--- config.mk ---
export PLATFORM = sky130hd
export DESIGN_NAME = capture_period_meter
export DESIGN_NICKNAME = d
export VERILOG_FILES = /design/src/hw/rtl/cpm_pkg.sv /design/src/hw/rtl/capture_period_meter.sv /design/src/hw/rtl/cpm_step.sv
export SDC_FILE = /design/constraint.sdc
export NUM_CORES = 1
export LEC_CHECK = 0
export ABC_AREA = 0
export CORE_MARGIN = 3
export CORE_UTILIZATION = 40
export DETAILED_ROUTE_END_ITERATION = 16
export DONT_BUFFER_PORTS = 1
export GPL_ROUTABILITY_DRIVEN = 1
export GPL_TIMING_DRIVEN = 0
export MAX_ROUTING_LAYER = met4
export PLACE_DENSITY = 0.66
export SLEW_MARGIN = 20
export SYNTH_ARGS = -nofsm -noshare
export SYNTH_HDL_FRONTEND = slang
export SYNTH_SLANG_ARGS = --single-unit
--- constraint.sdc ---
create_clock -name i_clk -period 3.86 [get_ports i_clk]
set_input_delay 0.193 -clock i_clk [delete_from_list [all_inputs] [get_ports i_clk]]
set_output_delay 0.193 -clock i_clk [all_outputs]
set_load 0.01 [all_outputs]
--- src/hw/rtl/cpm_pkg.sv ---
// ----------------------------------------------------------------------------
// cpm_pkg
// shared types and constants for the capture period meter
// ----------------------------------------------------------------------------
package cpm_pkg;

    // width of the free-running hardware counter
    localparam int CounterBits = 16;

    localparam int ValueBits   = 16;
    localparam int PeriodBits  = 32;
    localparam int UpperBits   = 16;

    localparam int InDataBits  = 24;
    localparam int OutDataBits = 40;

    // low counter bits kept from the captured value
    localparam logic [ValueBits-1:0] ValueMask = (CounterBits >= ValueBits) ?
        {ValueBits{1'b1}} : ValueBits'((1 << CounterBits) - 1);

    // midpoint of the counter range
    localparam logic [PeriodBits:0] HalfSpan = (PeriodBits + 1)'(1) << (CounterBits - 1);

    typedef struct packed {
        logic                 read_renew;
        logic                 after_point_event;
        logic                 before_point_event;
        logic [ValueBits-1:0] capture_value;
        logic                 capture_event;
        logic                 overflow_event;
    } t_in_item;

    typedef struct packed {
        logic                  renew_seen;
        logic [PeriodBits-1:0] period;
    } t_out_item;

    typedef struct packed {
        logic [UpperBits-1:0]  upper_count;
        logic [PeriodBits-1:0] previous_capture;
        logic [PeriodBits-1:0] latest_period;
        logic                  in_window;
        logic                  overflow_applied;
        logic                  primed;
        logic                  renew_flag;
    } t_state;

endpackage

--- src/hw/rtl/capture_period_meter.sv ---
// ----------------------------------------------------------------------------
// capture_period_meter
// 32-bit period measurement between input-capture events of a timer
// ----------------------------------------------------------------------------
// channel   dir  handshake                  payload
// s_axis    in   s_axis_tvalid/tready       event item, 24-bit tdata
// m_axis    out  m_axis_tvalid/tready       period result, 40-bit tdata
//
// one result per item; each item passes from the input register through the state update into the result register
// an item can be taken every cycle while m_axis is not stalled; the state update is combinational
// input register and result register decouple the two sides
// input stalls only while both registers hold items and m_axis is stalled
// synchronous active-low reset clears the meter state and valid flags, no period measured yet
// ----------------------------------------------------------------------------
module capture_period_meter (
    input  logic                            i_clk,
    input  logic                            i_rst_n,
    input  logic                            s_axis_tvalid,
    output logic                            s_axis_tready,
    // overflow_event, capture_event, capture_value[15:0], before_point_event,
    // after_point_event, read_renew, zero pad
    input  logic [cpm_pkg::InDataBits-1:0]  s_axis_tdata,
    output logic                            m_axis_tvalid,
    input  logic                            m_axis_tready,
    // period[31:0], renew_seen, zero pad
    output logic [cpm_pkg::OutDataBits-1:0] m_axis_tdata
);

    logic               r_in_valid;
    cpm_pkg::t_in_item  r_in_item;
    logic               r_out_valid;
    cpm_pkg::t_out_item r_out_item;
    cpm_pkg::t_state    r_state;
    cpm_pkg::t_state    n_state;
    cpm_pkg::t_out_item n_result;
    logic               advance;

    assign advance       = r_in_valid && (!r_out_valid || m_axis_tready);
    assign s_axis_tready = !r_in_valid || advance;

    always_ff @(posedge i_clk) begin
        if (!i_rst_n) begin
            r_in_valid <= 1'b0;
        end else if (s_axis_tready) begin
            r_in_valid <= s_axis_tvalid;
        end
    end

    always_ff @(posedge i_clk) begin
        if (s_axis_tready && s_axis_tvalid) begin
            r_in_item <= s_axis_tdata[$bits(cpm_pkg::t_in_item)-1:0];
        end
    end

    cpm_step u_step (
        .i_state  (r_state),
        .i_item   (r_in_item),
        .o_state  (n_state),
        .o_result (n_result)
    );

    always_ff @(posedge i_clk) begin
        if (!i_rst_n) begin
            r_state     <= '0;
            r_out_valid <= 1'b0;
        end else begin
            if (advance) begin
                r_state     <= n_state;
                r_out_valid <= 1'b1;
            end else if (m_axis_tready) begin
                r_out_valid <= 1'b0;
            end
        end
    end

    always_ff @(posedge i_clk) begin
        if (advance) begin
            r_out_item <= n_result;
        end
    end

    assign m_axis_tvalid = r_out_valid;
    assign m_axis_tdata  = {(cpm_pkg::OutDataBits - $bits(cpm_pkg::t_out_item))'(0),
                            r_out_item};

endmodule

--- src/hw/rtl/cpm_step.sv ---
// ----------------------------------------------------------------------------
// cpm_step
// next-state and result logic for one event item
// ----------------------------------------------------------------------------
module cpm_step (
    input  cpm_pkg::t_state    i_state,
    input  cpm_pkg::t_in_item  i_item,
    output cpm_pkg::t_state    o_state,
    output cpm_pkg::t_out_item o_result
);

    logic [cpm_pkg::ValueBits-1:0]  val;
    logic                           ovf_count;
    logic                           late_count;
    logic [cpm_pkg::UpperBits-1:0]  upper_a;
    logic [cpm_pkg::UpperBits-1:0]  upper_b;
    logic [cpm_pkg::PeriodBits-1:0] now_ext;
    logic                           applied_a;
    cpm_pkg::t_state                s;

    assign val = i_item.capture_value & cpm_pkg::ValueMask;

    always_comb begin
        // overflow flag counts once per window
        ovf_count = i_item.overflow_event && !i_state.overflow_applied;
        applied_a = i_state.overflow_applied || ovf_count;
        upper_a   = i_state.upper_count + cpm_pkg::UpperBits'(ovf_count);

        // capture in the lower half after the before-point owns a pending overflow
        late_count = i_item.capture_event && i_state.in_window && !applied_a &&
                     ({(cpm_pkg::PeriodBits + 1 - cpm_pkg::ValueBits)'(0), val} <
                      cpm_pkg::HalfSpan);
        upper_b = upper_a + cpm_pkg::UpperBits'(late_count);

        now_ext = (cpm_pkg::PeriodBits'(upper_b) << cpm_pkg::CounterBits) +
                  cpm_pkg::PeriodBits'(val);

        s                  = i_state;
        s.upper_count      = upper_b;
        s.overflow_applied = applied_a || late_count;
        if (i_item.capture_event) begin
            if (i_state.primed) begin
                s.latest_period = now_ext - i_state.previous_capture;
                s.renew_flag    = 1'b1;
            end else begin
                s.primed = 1'b1;
            end
            s.previous_capture = now_ext;
        end
        if (i_item.before_point_event) begin
            s.in_window = 1'b1;
        end
        if (i_item.after_point_event) begin
            s.in_window        = 1'b0;
            s.overflow_applied = 1'b0;
        end

        o_result.period     = s.latest_period;
        o_result.renew_seen = s.renew_flag;
        if (i_item.read_renew) begin
            s.renew_flag = 1'b0;
        end
        o_state = s;
    end

endmodule

* Word level (Yosys, flattened, before mapping)
Index checks and enable logic that the tools add are counted.
W data, S select, Z words.
** Storage, ports and cells
- Bits in registers :: 140
- Input bits :: 28
- Output and inout bits :: 42
- Logic and storage cells :: 49
** Operators by class
- Add/sub/neg operators :: 4
- $lt $le $gt $ge :: 1
- Mux-type cells :: 9
- Reduce and logical (&&, ||, !) cells :: 18
** Operators with widths (number)
- $mux W32 :: 2
- $add A16 B1 Y16 :: 2
- $add A32 B16 Y32 :: 1
- $sub A32 B32 Y32 :: 1
- $lt A16 B16 Y1 const B :: 1
- $logic_and A1 B1 Y1 :: 6
- $mux W1 :: 6
- $logic_not A1 Y1 :: 4
- $logic_or A1 B1 Y1 :: 4
- $reduce_and A2 Y1 :: 2
- $reduce_bool A2 Y1 :: 2
- $mux W2 :: 1

* Depth between registers and ports, before layout
- Word-level depth :: 11
- Mapped depth :: 18
- Gate-level depth less buffers :: 17

* Hierarchy
A second synthesis with hierarchy kept.
** Unflattened totals
- Cell total of the unflattened synthesis :: 951
- Area total of the unflattened synthesis :: 8287.9 um^2
** Modules (own cells, without submodules)
- capture_period_meter :: instances 1, cells each 436, area an instance 5124.9 um^2, seq. area each 3343.2 um^2
- cpm_step :: instances 1, cells each 515, area an instance 3163.0 um^2, seq. area each 0.0 um^2

* Worst setup path before layout
No wires, ideal clock.
- Path type :: register -> register
- Start point :: reg r_in_item[17] in the netlist's numbering
- End point :: reg r_state[34] in the netlist's numbering
- Setup time :: 62 ps
- Data arrival time :: 3750 ps
- Data required time :: 3798 ps
- Path slack :: 48 ps
- Stages on the path, launching flop included :: 17
- Path buffers :: 1
- Clock period less this slack :: 3812 ps
- Path through :: edfxtp_1 > nor4_1 > fa_1 > ha_1 > nand3_1 > nor2_1 > and3_1 > and3_1 > nand3_1 > xnor2_1 > ha_1 > buf_2 > and3_1 > nand2_1 > o31a_1 > or4_1 > nand3_1
** RTL lines
- from (decl) :: line capture_period_meter.sv:30 : cpm_pkg::t_in_item r_in_item;
- from (signal assigned) :: line capture_period_meter.sv:51 : r_in_item <= s_axis_tdata[$bits(cpm_pkg::t_in_item)-1:0];
- to (signal assigned) :: line capture_period_meter.sv:68 : r_state <= n_state;
- to (decl) :: line capture_period_meter.sv:33 : cpm_pkg::t_state r_state;

==> results.json <==
{
  "drc": 0,
  "worstSetupEndpoint": "r_state[34]$_SDFFE_PN0P_",
  "grt_overflow_total": 0,
  "fin_crit_sh_pct": 99.4,
  "grt_pass1_wl_um": 26500,
  "numCtsBuffers": 17,
  "cts_root_buffer": "clkbuf_16",
  "cts_tree": "done",
  "first_pass_iters": 5,
  "place_area_um2": 7350,
  "synth_edf_count": 54,
  "antenna_found_initial": 0,
  "synth_area_leaders": "dfxtp_1 (24%), edfxtp_1 (23%), nand2_1 (7.0%)",
  "leakagePower_nw": 3.29,
  "final-max-slew-violation-count": 0,
  "via_per_inst": 5.22,
  "fillers": 1537,
  "drv_cap": 0,
  "num_io_pins": 70,
  "yosysWarnings": 0,
  "startpoint": "r_in_item[1]$_DFFE_PP_",
  "r2r_cells": 17,
  "regArea_um2": 3340,
  "fin_nets": 901,
  "syn-instance-count": 783,
  "hold_class": "input pin to register",
  "fin_area_um2": 8580,
  "grt_pass1_vias": 5187,
  "cts_max_level": 4,
  "worstSkewPairLatency_ns": 0.42,
  "multi_input_area_um2": 3650,
  "gp_congestion": 0.843,
  "relSlewSlack_pct": 40.7,
  "rows": 47,
  "hold_path_depth": 2,
  "r2r_setup_slack_ns": 0.02,
  "clk_pin_slew_ns": 0.06,
  "status": "completed",
  "cp-end-kind": "register",
  "crit_type": "register to register",
  "syn_area_um2": 7030,
  "cp.arrival_ns": 4.20,
  "r2r-start": "r_in_item[1]$_DFFE_PP_",
  "dpl.hpwl_um": 11800,
  "finClkSkew_ns": 0.00911,
  "power_mw": 3.84,
  "diodes": 0,
  "power.density_nw_per_um2": 448,
  "io_buffers": 0,
  "grt_usage_pct": 17.3,
  "grt_setup_unrepaired": "true",
  "period_needed_ns": 3.84,
  "hold_viol": 0,
  "die_h_um": 139,
  "vias": 5595,
  "synth_seq_cells": 140,
  "tns_ns": 0,
  "synth_cell_types": 52,
  "clock-sinks": 140,
  "crit_required_ns": 4.22,
  "drtAntennaViolNets": 0,
  "die_x_um": 139,
  "area_delta_synth_final_pct": 22.0,
  "utilization_pct": 50.8,
  "ir_worst_vdd_mv": 0.330,
  "syn_area_per_cell_um2": 8.98,
  "die-area_um2": 19200,
  "finalSetupViolCount": 0,
  "worst_slack_ns": 0.0249,
  "wl_per_cell_um": 15.2,
  "first_iter_violations": 347,
  "critPathLaunchType": "register",
  "drive_above_1_share_pct": 11.7,
  "synthArstFlopShare_pct": 0,
  "timing.fmax_mhz": 261,
  "synth_top_area_share_pct": 24.5,
  "crit_fanout": 8,
  "initial_utilization_pct": 41.7,
  "grt_max_degree": 39,
  "ys_seq_area_share_pct": 47.6,
  "synth_top_cell_by_area": "dfxtp_1",
  "wl_um": 16300,
  "r2r-end": "r_state[34]$_SDFFE_PN0P_",
  "pre_cts_ws_ns": -0.526,
  "core_area_um2": 16900,
  "synthFlopType": "dfxtp_1",
  "tightest_slew_ns": 0.890,
  "cts_buffer_depth": 2
}
per-layer routing:
layer | vias up | part of all wire [%] | global-route usage [%]
met3 | 21 | 4.6 | 3.24
met5 | - | 0 | -
met2 | 135 | 43 | 24.7
li1 | 2833 | - | -
met4 | 0 | 1.6 | 5.72
met1 | 2606 | 51 | 24.9
worst max-delay path, cell delays in order (launching register included):
cell	delay, ns
edfxtp_1	0.35
nand2_2	0.08
nor4_4	0.32
fa_2	0.33
ha_4	0.18
nand3_4	0.10
nor2_4	0.16
and3_4	0.20
and3_4	0.24
nand3_4	0.12
xnor2_4	0.19
ha_4	0.27
buf_6	0.11
and3_4	0.19
nand2_2	0.05
o31a_1	0.31
or4_1	0.47
nand3_1	0.09
how the worst min path moves through the flow:
stage | startpoint | slack, ns | endpoint
floorplan | s_axis_tdata[0] | 0.29 | r_in_item[0]$_DFFE_PP_
global placement | s_axis_tdata[2] | 0.29 | r_in_item[2]$_DFFE_PP_
detailed placement | s_axis_tdata[8] | 0.29 | r_in_item[8]$_DFFE_PP_
CTS | i_rst_n | 0.008 | r_state[28]$_SDFFE_PN0P_
global route | i_rst_n | 0.02 | r_state[29]$_SDFFE_PN0P_
finish | i_rst_n | 0.02 | r_state[28]$_SDFFE_PN0P_
area by class of cell:
cell class,count,share of cell area (%)
Sequential cell,140,39.0
Buffer,42,2.26
Clock buffer,21,5.37
Multi-Input combinational cell,562,42.5
Inverter,41,1.79
Clock inverter,11,1.97
Timing Repair Buffer,35,3.88
Tap cell,220,3.21
Yosys cell counts (2+ instances only):
cell type,count
nand2_1,131
dfxtp_1,86
a21oi_1,75
nor2_1,59
edfxtp_1,54
o21ai_0,45
inv_1,40
xor2_1,35
clkbuf_1,32
ha_1,32
nand3_1,22
a21o_1,21
a211oi_1,19
xnor2_1,16
and3_1,12
nand4_1,9
buf_4,7
o21a_1,7
mux2_2,6
or3_1,6
a31oi_1,5
buf_1,5
nor3_1,5
o211ai_1,5
nor2b_1,4
a41oi_1,3
nand2b_1,3
o21bai_1,3
o31a_1,3
o31ai_1,3
or2_2,3
or4_1,3
a221oi_1,2
and2_1,2
buf_2,2
fa_1,2
logic make-up after synthesis:
group | after synthesis | share of synthesized area (%)
fa+ha+maj | 34 | 6.26
flops | 140 | 47.6
other cells | 1 | 0.0533
compound gates | 201 | 17.4
simple gates | 263 | 16.4
buf+inv | 87 | 5.05
xor+xnor | 51 | 6.35
mux | 6 | 0.961
placed cells by master (no fill, tap or decap), drive strengths merged, types with 4 or more instances in the layout:
cell type / n
or3: 6
a21o: 21
and3: 12
a31oi: 5
o21ai: 46
inv: 41
clkbuf: 50
nand4: 9
o211ai: 5
o21a: 7
xnor2: 16
o31a: 4
clkinvlp: 4
nor3: 5
conb: 7
nand2: 131
a211oi: 19
mux2: 6
xor2: 35
buf: 25
dlygate4sd3: 23
ha: 32
nor2b: 4
edfxtp: 54
bufinv: 4
a21oi: 76
nand3: 22
dfxtp: 86
nor2: 59
registers in the layout (all words and copies together), names as in the netlist:
name           flops
r_in_valid         1
r_state           84
r_in_item         21
m_axis_tvalid      1
m_axis_tdata      33
where the power goes:
part / switching [mW] / total, mW / internal [mW]
Combinational: 0.294 / 0.485 / 0.191
Clock: 0.619 / 1.73 / 1.11
Sequential: 0.0349 / 1.63 / 1.59
Total: 0.947 / 3.84 / 2.90
stage by stage:
step,std cells,hold WS (ns)
after detailed placement,1010,0.292
final,1072,0.0191
after global placement,1009,0.292
after CTS,1068,0.00778
after global routing,1072,0.0204
after floorplan,789,0.292
what timing repair did:
| action | CTS | global route |
|---|---|---|
| hold buffers | 23 | 0 |
| resized for setup | 20 | 34 |
| endpoints found under the setup margin | 16 | 17 |
| setup buffers | 4 | 7 |
| cloned | 0 | 0 |
| pin swaps | 6 | 14 |
| endpoints found under the hold margin | 23 | 0 |
(Power assumes the default switching activity.)
